$ cat config.mk
export PLATFORM = sky130hd
export DESIGN_NAME = mini_format_decimal_printer_top
export DESIGN_NICKNAME = d
export VERILOG_FILES = /design/src/rtl/mdp_pkg.sv /design/src/rtl/mdp_datapath.sv /design/src/rtl/mdp_ctrl.sv /design/src/rtl/mini_format_decimal_printer_top.sv
export SDC_FILE = /design/constraint.sdc
export NUM_CORES = 1
export LEC_CHECK = 0
export BUFFER_PORTS_ARGS = -buffer_cell sky130_fd_sc_hd__buf_2
export CAP_MARGIN = 20
export CORE_ASPECT_RATIO = 0.7
export CORE_MARGIN = 3
export CORE_UTILIZATION = 45
export CTS_CLUSTER_DIAMETER = 150
export DETAILED_ROUTE_END_ITERATION = 7
export PLACE_DENSITY_LB_ADDON = 0.05
export SYNTH_ARGS = -nofsm -noshare
export SYNTH_HDL_FRONTEND = slang
export SYNTH_SLANG_ARGS = --single-unit
$ cat constraint.sdc
create_clock -name clk_i -period 3.1 [get_ports clk_i]
set_clock_uncertainty 0.1 [all_clocks]
set_input_delay 0 -clock clk_i [delete_from_list [all_inputs] [get_ports clk_i]]
set_output_delay 0 -clock clk_i [all_outputs]
set_load 0.02 [all_outputs]
$ cat src/rtl/mdp_pkg.sv
// ----------------------------------------------------------------------------
// mdp_pkg
// Shared types and constants of the decimal format printer.
// ----------------------------------------------------------------------------
package mdp_pkg;

  localparam int unsigned CountWidthDef = 16;
  localparam int unsigned ByteW         = 8;
  localparam int unsigned ArgW          = 32;
  localparam int unsigned OutCountW     = 16;
  localparam int unsigned DigitsN       = 10;
  localparam int unsigned BcdW          = 4 * DigitsN;
  localparam int unsigned IterW         = $clog2(ArgW);
  localparam int unsigned IdxW          = $clog2(DigitsN);
  localparam int unsigned InDataW       = ByteW + ArgW;
  localparam int unsigned OutDataW      = ByteW + OutCountW;

  localparam logic [ByteW-1:0] ChPercent = 8'h25;
  localparam logic [ByteW-1:0] ChLowerD  = 8'h64;
  localparam logic [ByteW-1:0] ChMinus   = 8'h2d;
  localparam logic [ByteW-1:0] ChZero    = 8'h30;

  typedef enum logic [2:0] {
    StIdle,
    StExec,
    StConv,
    StSign,
    StSkip,
    StDigit
  } state_e;

  typedef enum logic [1:0] {
    SelByte,
    SelPercent,
    SelMinus,
    SelDigit
  } char_sel_e;

  typedef struct packed {
    logic      load_in;
    logic      apply_restart;
    logic      set_pending;
    logic      clr_pending;
    logic      conv_start;
    logic      conv_step;
    logic      digit_shift;
    logic      emit;
    logic      emit_last;
    char_sel_e char_sel;
  } cmd_t;

  typedef struct packed {
    logic is_percent;
    logic is_d;
    logic pending;
    logic restart;
    logic neg;
    logic iter_last;
    logic top_zero;
    logic idx_zero;
    logic out_free;
  } status_t;

endpackage

$ cat src/rtl/mdp_datapath.sv
// ----------------------------------------------------------------------------
// mdp_datapath
// Input word latch, state, binary-to-BCD shifter, digit walker and
// output register of the decimal format printer.
// ----------------------------------------------------------------------------
module mdp_datapath #(
  parameter int unsigned COUNT_WIDTH = mdp_pkg::CountWidthDef
) (
  input  logic                          clk_i,
  input  logic                          rst_ni,
  input  mdp_pkg::cmd_t                 cmd_i,
  output mdp_pkg::status_t              status_o,
  input  logic [mdp_pkg::InDataW-1:0]   in_data_i,
  input  logic                          in_restart_i,
  output logic                          out_valid_o,
  input  logic                          out_ready_i,
  output logic [mdp_pkg::OutDataW-1:0]  out_data_o,
  output logic                          out_last_o
);
  import mdp_pkg::*;

  localparam logic [COUNT_WIDTH-1:0] CountMax = '1;

  logic [ByteW-1:0]       byte_q;
  logic [ArgW-1:0]        arg_q;
  logic                   restart_q;
  logic                   pending_q, pending_d;
  logic [COUNT_WIDTH-1:0] count_q, count_d, count_base, count_inc;
  logic                   neg_q;
  logic [ArgW-1:0]        mag_q;
  logic [BcdW-1:0]        bcd_q;
  logic [BcdW-1:0]        bcd_adj;
  logic [IterW-1:0]       iter_q;
  logic [IdxW-1:0]        idx_q;
  logic [ByteW-1:0]       out_char_q, char_d;
  logic [OutCountW-1:0]   out_cnt_q;
  logic                   out_last_q;
  logic                   out_valid_q;
  logic                   out_free;
  logic                   clear_now;
  logic [COUNT_WIDTH+OutCountW-1:0] count_wide;

  function automatic logic [BcdW-1:0] bcd_adjust(input logic [BcdW-1:0] v);
    logic [BcdW-1:0] r;
    r = v;
    for (int i = 0; i < DigitsN; i++) begin
      if (v[4*i +: 4] >= 4'd5) begin
        r[4*i +: 4] = v[4*i +: 4] + 4'd3;
      end
    end
    return r;
  endfunction

  assign out_free  = !out_valid_q || out_ready_i;
  assign clear_now = cmd_i.apply_restart && restart_q;
  assign bcd_adj   = bcd_adjust(bcd_q);

  assign status_o.is_percent = (byte_q == ChPercent);
  assign status_o.is_d       = (byte_q == ChLowerD);
  assign status_o.pending    = pending_q;
  assign status_o.restart    = restart_q;
  assign status_o.neg        = neg_q;
  assign status_o.iter_last  = (iter_q == IterW'(ArgW - 1));
  assign status_o.top_zero   = (bcd_q[BcdW-1 -: 4] == 4'd0);
  assign status_o.idx_zero   = (idx_q == '0);
  assign status_o.out_free   = out_free;

  always_comb begin
    pending_d = pending_q;
    if (clear_now) begin
      pending_d = 1'b0;
    end
    if (cmd_i.set_pending) begin
      pending_d = 1'b1;
    end else if (cmd_i.clr_pending) begin
      pending_d = 1'b0;
    end
  end

  always_comb begin
    count_base = clear_now ? '0 : count_q;
    count_inc  = (count_base != CountMax) ? count_base + 1'b1 : count_base;
    count_d    = cmd_i.emit ? count_inc : count_base;
    count_wide = {{OutCountW{1'b0}}, count_inc};
  end

  always_comb begin
    unique case (cmd_i.char_sel)
      SelByte:    char_d = byte_q;
      SelPercent: char_d = ChPercent;
      SelMinus:   char_d = ChMinus;
      SelDigit:   char_d = ChZero + {4'd0, bcd_q[BcdW-1 -: 4]};
      default:    char_d = byte_q;
    endcase
  end

  always_ff @(posedge clk_i) begin
    if (cmd_i.load_in) begin
      byte_q    <= in_data_i[ByteW-1:0];
      arg_q     <= in_data_i[InDataW-1:ByteW];
      restart_q <= in_restart_i;
    end
  end

  always_ff @(posedge clk_i or negedge rst_ni) begin
    if (!rst_ni) begin
      pending_q <= 1'b0;
      count_q   <= '0;
    end else begin
      pending_q <= pending_d;
      count_q   <= count_d;
    end
  end

  always_ff @(posedge clk_i or negedge rst_ni) begin
    if (!rst_ni) begin
      iter_q <= '0;
      idx_q  <= '0;
    end else begin
      if (cmd_i.conv_start) begin
        iter_q <= '0;
        idx_q  <= IdxW'(DigitsN - 1);
      end else begin
        if (cmd_i.conv_step) begin
          iter_q <= iter_q + 1'b1;
        end
        if (cmd_i.digit_shift && idx_q != '0) begin
          idx_q <= idx_q - 1'b1;
        end
      end
    end
  end

  always_ff @(posedge clk_i) begin
    if (cmd_i.conv_start) begin
      neg_q <= arg_q[ArgW-1];
      mag_q <= arg_q[ArgW-1] ? (~arg_q + 1'b1) : arg_q;
      bcd_q <= '0;
    end else if (cmd_i.conv_step) begin
      mag_q <= {mag_q[ArgW-2:0], 1'b0};
      bcd_q <= {bcd_adj[BcdW-2:0], mag_q[ArgW-1]};
    end else if (cmd_i.digit_shift) begin
      bcd_q <= {bcd_q[BcdW-5:0], 4'd0};
    end
  end

  always_ff @(posedge clk_i or negedge rst_ni) begin
    if (!rst_ni) begin
      out_valid_q <= 1'b0;
    end else if (cmd_i.emit) begin
      out_valid_q <= 1'b1;
    end else if (out_ready_i) begin
      out_valid_q <= 1'b0;
    end
  end

  always_ff @(posedge clk_i) begin
    if (cmd_i.emit) begin
      out_char_q <= char_d;
      out_cnt_q  <= count_wide[OutCountW-1:0];
      out_last_q <= cmd_i.emit_last;
    end
  end

  assign out_valid_o = out_valid_q;
  assign out_data_o  = {out_cnt_q, out_char_q};
  assign out_last_o  = out_last_q;

endmodule

$ cat src/rtl/mdp_ctrl.sv
// ----------------------------------------------------------------------------
// mdp_ctrl
// Sequencer of the decimal format printer: decodes the format word and
// steps the conversion and digit output.
// ----------------------------------------------------------------------------
module mdp_ctrl (
  input  logic             clk_i,
  input  logic             rst_ni,
  input  logic             in_valid_i,
  output logic             in_ready_o,
  input  mdp_pkg::status_t status_i,
  output mdp_pkg::cmd_t    cmd_o
);
  import mdp_pkg::*;

  state_e state_q, state_d;
  logic   eff_pending;

  assign eff_pending = status_i.pending && !status_i.restart;

  always_ff @(posedge clk_i or negedge rst_ni) begin
    if (!rst_ni) begin
      state_q <= StIdle;
    end else begin
      state_q <= state_d;
    end
  end

  always_comb begin
    state_d    = state_q;
    in_ready_o = 1'b0;
    cmd_o      = '0;
    unique case (state_q)
      StIdle: begin
        in_ready_o = 1'b1;
        if (in_valid_i) begin
          cmd_o.load_in = 1'b1;
          state_d       = StExec;
        end
      end
      StExec: begin
        cmd_o.apply_restart = 1'b1;
        priority if (eff_pending) begin
          priority if (status_i.is_percent) begin
            if (status_i.out_free) begin
              cmd_o.clr_pending = 1'b1;
              cmd_o.emit        = 1'b1;
              cmd_o.emit_last   = 1'b1;
              cmd_o.char_sel    = SelPercent;
              state_d           = StIdle;
            end
          end else if (status_i.is_d) begin
            cmd_o.clr_pending = 1'b1;
            cmd_o.conv_start  = 1'b1;
            state_d           = StConv;
          end else begin
            cmd_o.clr_pending = 1'b1;
            state_d           = StIdle;
          end
        end else if (status_i.is_percent) begin
          cmd_o.set_pending = 1'b1;
          state_d           = StIdle;
        end else begin
          if (status_i.out_free) begin
            cmd_o.emit      = 1'b1;
            cmd_o.emit_last = 1'b1;
            cmd_o.char_sel  = SelByte;
            state_d         = StIdle;
          end
        end
      end
      StConv: begin
        cmd_o.conv_step = 1'b1;
        if (status_i.iter_last) begin
          state_d = StSign;
        end
      end
      StSign: begin
        if (!status_i.neg) begin
          state_d = StSkip;
        end else if (status_i.out_free) begin
          cmd_o.emit     = 1'b1;
          cmd_o.char_sel = SelMinus;
          state_d        = StSkip;
        end
      end
      StSkip: begin
        if (status_i.top_zero && !status_i.idx_zero) begin
          cmd_o.digit_shift = 1'b1;
        end else begin
          state_d = StDigit;
        end
      end
      StDigit: begin
        if (status_i.out_free) begin
          cmd_o.emit        = 1'b1;
          cmd_o.emit_last   = status_i.idx_zero;
          cmd_o.char_sel    = SelDigit;
          cmd_o.digit_shift = 1'b1;
          if (status_i.idx_zero) begin
            state_d = StIdle;
          end
        end
      end
      default: begin
        state_d = StIdle;
      end
    endcase
  end

endmodule

$ cat src/rtl/mini_format_decimal_printer_top.sv
// ----------------------------------------------------------------------------
// mini_format_decimal_printer_top
// Format printer for plain text, %% and %d with a signed 32-bit argument.
// ----------------------------------------------------------------------------
// Takes one format byte per input word and emits zero or more characters.
// An ordinary byte, or the second byte of %%, is accepted and decoded and
// its character loaded into the output register; a lone % emits nothing.
// A %d runs through accept and decode, a 32-step binary-to-BCD shifter (one
// bit a cycle), a sign step emitting a minus for a negative argument, a skip
// of leading zero positions, the entry to the digit output and one output
// step per remaining digit; an output stall holds the emitting step. The
// input is taken again in the cycle after the last character is loaded into
// the output register, so an item is accepted while its predecessor's final
// character still waits. Each character carries the running count since the
// last restart, saturating at 2^COUNT_WIDTH-1; tlast marks a word's final character.
module mini_format_decimal_printer_top #(
  parameter int unsigned COUNT_WIDTH = mdp_pkg::CountWidthDef
) (
  input  logic                          clk_i,
  input  logic                          rst_ni,
  input  logic                          s_axis_tvalid,
  output logic                          s_axis_tready,
  // [7:0] format_byte, [39:8] int_arg
  input  logic [mdp_pkg::InDataW-1:0]   s_axis_tdata,
  // [0] restart
  input  logic [0:0]                    s_axis_tuser,
  output logic                          m_axis_tvalid,
  input  logic                          m_axis_tready,
  // [7:0] out_char, [23:8] char_count
  output logic [mdp_pkg::OutDataW-1:0]  m_axis_tdata,
  output logic                          m_axis_tlast
);
  import mdp_pkg::*;

  cmd_t    cmd;
  status_t status;

  mdp_ctrl u_ctrl (
    .clk_i      (clk_i),
    .rst_ni     (rst_ni),
    .in_valid_i (s_axis_tvalid),
    .in_ready_o (s_axis_tready),
    .status_i   (status),
    .cmd_o      (cmd)
  );

  mdp_datapath #(
    .COUNT_WIDTH (COUNT_WIDTH)
  ) u_datapath (
    .clk_i        (clk_i),
    .rst_ni       (rst_ni),
    .cmd_i        (cmd),
    .status_o     (status),
    .in_data_i    (s_axis_tdata),
    .in_restart_i (s_axis_tuser[0]),
    .out_valid_o  (m_axis_tvalid),
    .out_ready_i  (m_axis_tready),
    .out_data_o   (m_axis_tdata),
    .out_last_o   (m_axis_tlast)
  );

endmodule
# Word level (Yosys, flattened, before mapping)
# Cells that the tools add are included.
dict set report totals {
  regBits 169
  wordCells 145
  output_inout_bits 27
}
dict set report classes {
  reduce_logical 19
  magnitude_cmp 10
  eq_ne 18
  n_addsub 15
  mux 67
  n_bitwise 1
}
# op n
set ops {}
lappend ops {{$mux 32} 3}
lappend ops {{$mux 40} 2}
lappend ops {{$mux 4} 17}
lappend ops {{$mux 16} 3}
lappend ops {{$ge 4x3->1 const B} 10}
lappend ops {{$add 4x2->4 const B} 9}
lappend ops {{$mux 3} 12}
lappend ops {{$add 32x1->32 const B} 1}
lappend ops {{$not 32->32} 1}
lappend ops {{$pmux 8 s4} 1}
lappend ops {{$pmux 3 s6} 1}
lappend ops {{$mux 1} 17}
lappend ops {{$add 16x1->16 const B} 1}
lappend ops {{$ne 16x16->1 const B} 1}
lappend ops {{$mux 5} 3}
lappend ops {{$eq 8x6->1 const B} 1}
lappend ops {{$eq 8x7->1 const B} 1}
lappend ops {{$logic_not 4->1} 2}
lappend ops {{$mux 2} 4}
lappend ops {{$reduce_bool 2->1} 4}
lappend ops {{$add 6x4->7 const A} 1}
lappend ops {{$eq 3x2->1 const B} 2}
lappend ops {{$eq 3x3->1 const B} 2}
lappend ops {{$ne 2x2->1 const B} 3}
lappend ops {{20 further kinds} 28}

# Depth between registers and ports, before layout
# Gate-level depths: netlist (run 1).
dict set report depth {
  ltp_word 11
  depth_mapped 10
}

# By module
# Synthesis (run 1) repeated with hierarchy kept, for this count alone.
dict set report unflattened {
  hier_cells 844
  hier_area_um2 8805.9
}
# module area_per_inst_um2 n_inst cells_each
set modules_own_cells {}
lappend modules_own_cells {mdp_datapath 8434.3 1 796}
lappend modules_own_cells {mdp_ctrl 371.6 1 48}

# Worst setup path after synthesis (run 1)
# Ideal clock, no wire load.
dict set report synth_path {
  path_type {flip-flop to flip-flop}
  from {reg u_ctrl.state_q[0]}
  to {reg u_datapath.count_q[14]}
  path_slack_ns 0.328
  arrival_time_ns 2.606
  stages_incl_launch_ff 11
  synth_period_minus_slack_ns 2.772
  path_cell_list {dfrtp_1 -> clkbuf_1 -> nand4bb_1 -> nand2_1 -> inv_1 -> ha_1 -> nand2_1 -> nor4_1 -> nand4_1 -> or4_1 -> nand2_1}
}
dict set report synth_via {
  elab_chain_cells 7
  elab_cells_between_ends 11
  cone_classes {add/sub (1); eq/ne (4); mux (5); reduce/logical (1)}
}
# item line
set synth_lines {}
lappend synth_lines {{start: declaration} mdp_ctrl.sv:16} ;# state_e state_q, state_d;
lappend synth_lines {{start signal: assignment} mdp_ctrl.sv:23} ;# state_q <= StIdle;
lappend synth_lines {{start signal: assignment} mdp_ctrl.sv:25} ;# state_q <= state_d;
lappend synth_lines {{$eq 3x1->1} mdp_ctrl.sv:33} ;# unique case (state_q)
lappend synth_lines {{$mux 4} mdp_ctrl.sv:33}
lappend synth_lines {{$logic_and 1x1->1} mdp_datapath.sv:55} ;# assign clear_now = cmd_i.apply_restart && restart_q;
lappend synth_lines {{$mux 16} mdp_datapath.sv:81} ;# count_base = clear_now ? '0 : count_q;
lappend synth_lines {{$add 16x1->16 / $ne 16x16->1 (equally long branches)} mdp_datapath.sv:82} ;# count_inc = (count_base != CountMax) ? count_base + 1'b1 : count_base;
lappend synth_lines {{$mux 16} mdp_datapath.sv:82}
lappend synth_lines {{$mux 16 *} mdp_datapath.sv:83} ;# count_d = cmd_i.emit ? count_inc : count_base;
lappend synth_lines {{via u_datapath.count_d[14]} mdp_datapath.sv:28} ;# logic [COUNT_WIDTH-1:0] count_q, count_d, count_base, count_inc;
lappend synth_lines {{end signal: assignment} mdp_datapath.sv:111} ;# count_q <= count_d;
lappend synth_lines {{end: declaration} mdp_datapath.sv:28}
# Mark *: on every way through the listed nets, which the timed path passes. The rest lies on a longest branch.
# A chain may end at the register's enable or synchronous reset.

# Worst setup path in the final report (run 1)
dict set report layout_path {
  from {reg u_datapath.arg_q[1]}
  to {reg u_datapath.mag_q[30], data pin}
}
dict set report layout_via {
  elab_chain_cells 4
}
# item line
set layout_lines {}
lappend layout_lines {{start: declaration} mdp_datapath.sv:25} ;# logic [ArgW-1:0] arg_q;
lappend layout_lines {{start signal: assignment} mdp_datapath.sv:100} ;# arg_q <= in_data_i[InDataW-1:ByteW];
lappend layout_lines {{$not 32->32} mdp_datapath.sv:137} ;# mag_q <= arg_q[ArgW-1] ? (~arg_q + 1'b1) : arg_q;
lappend layout_lines {{$add 32x1->32} mdp_datapath.sv:137}
lappend layout_lines {{$mux 32} mdp_datapath.sv:137}
lappend layout_lines {{$mux 32} mdp_datapath.sv:135} ;# if (cmd_i.conv_start) begin
lappend layout_lines {{end signal: assignment} mdp_datapath.sv:137}
lappend layout_lines {{end signal: assignment} mdp_datapath.sv:140} ;# mag_q <= {mag_q[ArgW-2:0], 1'b0};
lappend layout_lines {{end: declaration} mdp_datapath.sv:30} ;# logic [ArgW-1:0] mag_q;
# Every way passes these cells.

==> results.json, run 1 <==
{
  "layout-drive-gt1-share_pct": 16.3,
  "synth_top_family_by_area": "compound AO/OA/AOI/OAI gates",
  "timing_worst_setup_path_type": "flip-flop to flip-flop",
  "die_h_um": 124,
  "crit_start": "u_datapath.arg_q[1]",
  "gr-total-overflow": 0,
  "final_nets": 1051,
  "final_cells": 1257,
  "path_clk_slew_ns": 0.07,
  "hp-start": "m_axis_tready",
  "yosys.area_share.simple_pct": 14.9,
  "ys.flop_type": "edfxtp_1",
  "rr_startpoint": "u_datapath.arg_q[1]",
  "clk_path_buf_depth": 2,
  "postRouteAntennaNets": 0,
  "worstSetupEndpointType": "flip-flop",
  "cts_setup_buffers": 0,
  "crit_required_ns": 3.17,
  "setup_ws_ns": 0.269,
  "pin_count": 72,
  "place_area_mm2": 0.00963,
  "nFillCells": 1674,
  "muxShareOfSynthArea_pct": 1.97,
  "place_congestion": 0.864,
  "row_count": 42,
  "fin_crit_sh_pct": 91.3,
  "routed_wl_um": 20600,
  "slew_viol_final": 0,
  "hold_depth": 3,
  "min_to": "u_datapath.out_valid_o",
  "critical_path.max_fanout": 10,
  "hold_class": "primary input to flip-flop",
  "pre_cts_slack_ns": 0.318,
  "ys_seq_elements": 169,
  "p_sw_share_pct": 36.1,
  "power_density_mw_per_mm2": 776,
  "initial_utilization_pct": 46.5,
  "setup_viol": 0,
  "ys_types": 68,
  "synth_edf_count": 99,
  "synth_fp_nets": 942,
  "dp_hpwl_um": 14300,
  "grt_pass1_vias": 6697,
  "leakagePower_nw": 4.22,
  "antenna_found_initial": 0,
  "met3_usage_pct": 3.75,
  "yosysWarnings": 0,
  "yosysMostFrequentCell": "edfxtp_1",
  "crit_family": "simple AND/OR/NAND/NOR gates",
  "vias": 6876,
  "fmax_mhz": 353,
  "drtIter0Drc": 430,
  "status": "finished clean",
  "cts_root_buf": "clkbuf_16",
  "firstDrtPassIters": 5,
  "grt_util_met1_pct": 28.7,
  "clock_latency_ns": 0.43,
  "reg2regPathDepth": 7,
  "p_clk_share_pct": 26.8,
  "place_inst": 1183,
  "rsz0062_at_grt": "no",
  "crit_chain": "inv_1 > ha_1 > or4b_4 > or3_2 > o41ai_2 > xor2_1 > o21ai_1",
  "final_design_area_no_fill_mm2": 0.0107,
  "yosysTopAreaCellShare_pct": 33.4,
  "grt.total_usage_pct": 19.7,
  "synth_compound_area_share_pct": 18.0,
  "portBuffers": 71,
  "synth_xor_area_share_pct": 6.21,
  "power_frac_seq_pct": 42.1,
  "via_per_inst": 5.47,
  "crit_slowest_cell": "or3_2",
  "critPathMaxStageDelay_ns": 0.59,
  "syn_inst": 871,
  "pwr-share-comb_pct": 31.1,
  "fp.dieArea_mm2": 0.0215,
  "cp-start-kind": "flip-flop",
  "max_slew_margin_pct": 51.6,
  "critPathBufInv": 1,
  "p_total_mw": 8.27,
  "clock_sinks": 169,
  "arrival_ns": 2.90,
  "switching_power_mw": 2.99,
  "htree_levels": 4,
  "synth_top_cell_by_area": "edfxtp_1",
  "ir_drop_v": 0.000390,
  "netlist_top_cells_count": "edfxtp_1, nand2_1, a21oi_1, o21ai_0, nor2_1",
  "report.final.hold_viol_count": 0,
  "finalCriticalPeriod_ns": 2.83,
  "tns_ns": 0,
  "synthAdderAreaFrac_pct": 3.66,
  "netlist_area_mm2": 0.00889,
  "grt_max_degree": 69,
  "die_w_um": 174,
  "syn_area_per_cell_um2": 10.2,
  "p_int_mw": 5.28,
  "n_antenna_cell": 0,
  "grt_pass1_wl_um": 34000,
  "rrSetupSlack_ns": 0.27,
  "synthTopCellsByArea": "edfxtp_1, dfxtp_1, dfrtp_1",
  "wl_per_cell_um": 16.4,
  "fin_util_pct": 55.7,
  "numCtsBuffers": 17,
  "drv_cap": 0,
  "hold_slack_ns": 0.0426,
  "yosysSeqAreaShare_pct": 50.9,
  "tritoncts": "yes",
  "coreArea_mm2": 0.0191,
  "r2r-end": "u_datapath.mag_q[30]",
  "postCtsResizedCells": 0,
  "drcViolationCount": 0,
  "tightest_slew_ns": 0.725,
  "ys_async_sr_fraction_pct": 17.8,
  "use_met2_pct": 30.0,
  "gr-max-usage-layer": "met2",
  "area_growth_pct": 19.9
}
## area by class of cell
cell class | instances | area, um^2 | share of cell area [%]
Sequential cell | 169 | 4520 | 42.4
Tap cell | 264 | 330 | 3.10
Multi-Input combinational cell | 608 | 4000 | 37.5
Clock inverter | 15 | 185 | 1.74
Inverter | 40 | 150 | 1.41
Clock buffer | 17 | 425 | 3.99
Timing Repair Buffer | 144 | 1050 | 9.81
## worst reg2reg max path, stage by stage, from the launching register on
cell	delay, ns
edfxtp_1	0.44
inv_1	0.08
ha_1	0.18
or4b_4	0.50
or3_2	0.59
o41ai_2	0.41
xor2_1	0.20
o21ai_1	0.09
## power by group through the flow
stage | Combinational (mW) | Clock, mW | Sequential [mW]
floorplan | 1.71 | 0 | 3.54
global placement | 2.41 | 0 | 3.49
detailed placement | 2.51 | 0 | 3.52
CTS | 2.57 | 2.27 | 3.47
global route | 2.89 | 2.37 | 3.56
finish | 2.58 | 2.22 | 3.48
## placed cells by master, fill, tap and decap left out, types with 12 or more instances in the layout
master	synthesis	layout
ha_1	26	26
dlygate4sd3_1	0	42
nand2b_1	19	18
o31ai_1	12	12
buf_2	5	71
edfxtp_1	99	99
a211oi_1	22	22
buf_4	2	28
nand2_1	79	79
nand3_1	16	16
xnor2_1	23	23
clkbuf_16	0	17
a21oi_1	59	59
dfrtp_1	30	30
inv_1	40	40
o21ai_0	56	56
dfxtp_1	40	40
nor3_1	23	22
mux2i_1	13	13
xor2_1	40	40
or3_1	12	12
nor2_1	53	53
a31oi_1	20	20
## registers in the layout, summed over array words and instances (netlist names), 4 cells and up
name                   cells
u_datapath.mag_q          32
u_datapath.bcd_q          40
u_datapath.out_char_q      8
u_datapath.arg_q          32
u_datapath.count_q        16
u_datapath.iter_q          5
u_datapath.byte_q          8
u_datapath.idx_q           4
u_datapath.out_cnt_q      16
## worst max-delay path by stage
stage,end,slack [ns],cells past startpoint
6_report,u_datapath.mag_q[30],0.27,7
5_1_grt,u_datapath.count_q[7],0.14,7
4_1_cts,u_datapath.mag_q[30],0.29,7
3_5_place_dp,u_datapath.mag_q[28],0.32,7
3_3_place_gp,u_datapath.mag_q[30],0.43,7
2_1_floorplan,u_datapath.count_q[14],0.33,10
## cell families (layout without fill, tap and decap cells)
| kind of cell | count (synthesis) | in the layout |
|---|---|---|
| and+or+nand+nor | 258 | 258 |
| xor gates and xnor gates | 63 | 63 |
| muxes | 17 | 17 |
| AOI/OAI and AO/OA | 244 | 244 |
| adders and majority gates | 26 | 26 |
| buffers and inverters | 94 | 216 |
| DFF | 169 | 169 |
## repair_timing
action	CTS	global route
endpoints found under the hold margin	71	0
hold buffers	42	0
setup endpoints to repair	0	0
## routing by layer
layer / vias to the layer above / wire [um]
li1: 3419 / -
met1: 3279 / 10500
met4: 0 / 197
met5: - / 0
met2: 163 / 9140
met3: 15 / 780
No activity file was read; power rests on OpenSTA's default activity.
==> run 2: changes to the inputs <==
--- a/config.mk
+++ b/config.mk
@@ -15,4 +15,5 @@
 export PLACE_DENSITY_LB_ADDON = 0.05
 export SYNTH_ARGS = -nofsm -noshare
 export SYNTH_HDL_FRONTEND = slang
+export SYNTH_HIERARCHICAL = 1
 export SYNTH_SLANG_ARGS = --single-unit
==> run 2 against run 1 <==
Against the previous run:
- register-to-register slack worse by 0.02 ns
- global-route usage is 1.5 points lower
- sequential share of layout area rose by 0.81 points
- clock power decreased by 12%
- worst setup slack got worse by 0.017 ns
- routed wire length down 8.4%
- hold slack got worse by 0.020 ns
- critical endpoint is now u_datapath/count_q[1]
==> results.json, run 2 <==
{
  "portBuffers": 71,
  "crit_slowest_cell": "o31ai_4",
  "via_per_inst": 5.39,
  "syn_inst": 844,
  "clock_sinks": 169,
  "r2r-end": "u_datapath/count_q[1]",
  "nFillCells": 1665,
  "tightest_slew_ns": 0.871,
  "synth_fp_nets": 915,
  "critical_path.max_fanout": 14,
  "fp.dieArea_mm2": 0.0213,
  "regMostFlops": "u_datapath/bcd_q",
  "ys_types": 65,
  "drv_cap": 0,
  "yosysMostFrequentCell": "edfxtp_1",
  "hold_class": "primary input to flip-flop",
  "critPathMaxStageDelay_ns": 0.66,
  "timing.critical_path.mode_cell": "nand2_1",
  "netlist_top_cells_count": "edfxtp_1, nor2_1, a21oi_1, a211oi_1, nand2_1",
  "max_slew_margin_pct": 41.9,
  "rr_startpoint": "u_ctrl/state_q[0]",
  "yosysTopAreaCellShare_pct": 33.8,
  "ys.flop_type": "edfxtp_1",
  "layout-drive-gt1-share_pct": 15.6,
  "largest_register_ffs": 40,
  "report.final.hold_viol_count": 0,
  "numCtsBuffers": 17,
  "reg_top3": "u_datapath/bcd_q: 40 flops, u_datapath/arg_q: 32 flops, u_datapath/mag_q: 32 flops",
  "yosysWarnings": 6,
  "critPathCapture": "u_datapath/count_q[1]",
  "gr-total-overflow": 0,
  "netlist_area_mm2": 0.00881,
  "p_total_mw": 5.95,
  "drcViolationCount": 0,
  "tritoncts": "yes",
  "vias": 6622,
  "die_w_um": 173,
  "setup_viol": 0,
  "n_antenna_cell": 0,
  "ys_seq_elements": 169,
  "crit_chain": "nor3b_4 > nand2_1 > nand2_1 > inv_1 > ha_1 > and4_1 > nand3_4 > o31ai_4 > mux2_2",
  "timing_worst_setup_path_type": "flip-flop to flip-flop",
  "row_count": 42,
  "crit_family": "simple AND/OR/NAND/NOR gates",
  "synth_top_cell_by_area": "edfxtp_1",
  "firstDrtPassIters": 6,
  "place_congestion": 0.837,
  "finalCriticalPeriod_ns": 2.85,
  "path_depth": 9,
  "cp-start-kind": "flip-flop",
  "pin_count": 72,
  "reg2regPathDepth": 9,
  "wl_per_cell_um": 15.4,
  "seq_area_mm2": 0.00452,
  "worstSetupEndpointType": "flip-flop",
  "ir_drop_v": 0.000420,
  "clk_path_buf_depth": 2,
  "routed_wl_um": 18900,
  "multi_input_area_mm2": 0.00397,
  "yosysSeqAreaShare_pct": 51.4,
  "clock_latency_ns": 0.43,
  "crit_start": "u_ctrl/state_q[0]",
  "arrival_ns": 3.05,
  "leakagePower_nw": 3.85,
  "pre_cts_slack_ns": 0.282,
  "postCtsResizedCells": 0,
  "synth_edf_count": 99,
  "grt_max_degree": 51,
  "slew_viol_final": 0,
  "rrSetupSlack_ns": 0.25,
  "setup_ws_ns": 0.252,
  "final_cell_mix": "edfxtp_1, nor2_1, a21oi_1",
  "area_growth_pct": 18.8,
  "antenna_found_initial": 0,
  "power_density_mw_per_mm2": 569,
  "drtIter0Drc": 582,
  "fmax_mhz": 351,
  "grt_pass1_vias": 6298,
  "grt.total_usage_pct": 18.2,
  "synthTopCellsByArea": "edfxtp_1, dfxtp_1, dfrtp_1",
  "rsz0062_at_grt": "no",
  "coreArea_mm2": 0.0191,
  "initial_utilization_pct": 46.2,
  "dp_hpwl_um": 12800,
  "path_clk_slew_ns": 0.06,
  "fin_crit_sh_pct": 91.9,
  "syn_area_per_cell_um2": 10.4,
  "ys_async_sr_fraction_pct": 17.8,
  "die_h_um": 123,
  "status": "finished clean",
  "critPathBufInv": 1,
  "cts_root_buf": "clkbuf_16",
  "layout_commonest_cell": "edfxtp_1",
  "crit_required_ns": 3.31,
  "tns_ns": 0,
  "final_nets": 1022,
  "grt_pass1_wl_um": 31500,
  "htree_levels": 4,
  "postRouteAntennaNets": 0
}
## run 2: through the flow
stage	cells	utilization [%]	hold slack (ns)	instance area, um^2
after CTS	1228	54.8	0.00669	10500
after global routing	1228	54.8	0.0260	10500
after floorplan	844	-	-0.396	8810
after detailed placement	1153	49.8	0.000594	9490
after global placement	1153	49.8	-0.00202	9490
final	1228	54.8	0.0231	10500
## run 2: worst min-delay path by stage
| stage | startpoint | end | cells after the start |
|---|---|---|---|
| final | s_axis_tvalid | u_datapath/arg_q[31] | 2 |
| after global routing | s_axis_tvalid | u_datapath/byte_q[4] | 2 |
| after CTS | s_axis_tvalid | u_datapath/arg_q[31] | 2 |
| after detailed placement | rst_ni | u_datapath/count_q[13] | 1 |
| after global placement | rst_ni | u_datapath/count_q[15] | 1 |
| after floorplan | rst_ni | u_ctrl/state_q[0] | 0 |
## run 2: final cells by class
type                    instances  area share (%)
clock buffers                  19            4.14
inverters                      31            1.11
clock inverters                13            1.00
flip-flops and latches        169            43.3
well taps                     264            3.16
multi-input cells             595            37.9
repair buffers                137            9.40
## run 2: power breakdown
group	internal (mW)	switching (mW)	total, mW
sequential	2.71	0.160	2.87
clock	1.10	0.867	1.96
combinational	0.418	0.707	1.12
## run 2: timing repair
action / CTS / global route
endpoints found under the hold margin: 72 / 0
buffers inserted: 0 / 0
setup endpoints to repair: 0 / 0
hold buffers: 43 / 0
## run 2: metal layers
layer	vias up	wire, um	track usage, %
met5	-	0	0
met4	0	201	4.66
met3	19	724	3.84
met2	146	8340	28.4
met1	3158	9630	26.1
li1	3299	-	-
## run 2: kinds of logic after synthesis
logic type                 Yosys count  synth area share [%]
and+or+nand+nor                    278                  17.0
AOI/OAI and AO/OA                  214                  16.2
buffers and inverters               80                  3.88
xor gates and xnor gates            64                  6.37
DFF                                169                  51.4
adders and majority gates           26                  3.69
muxes                               13                  1.52
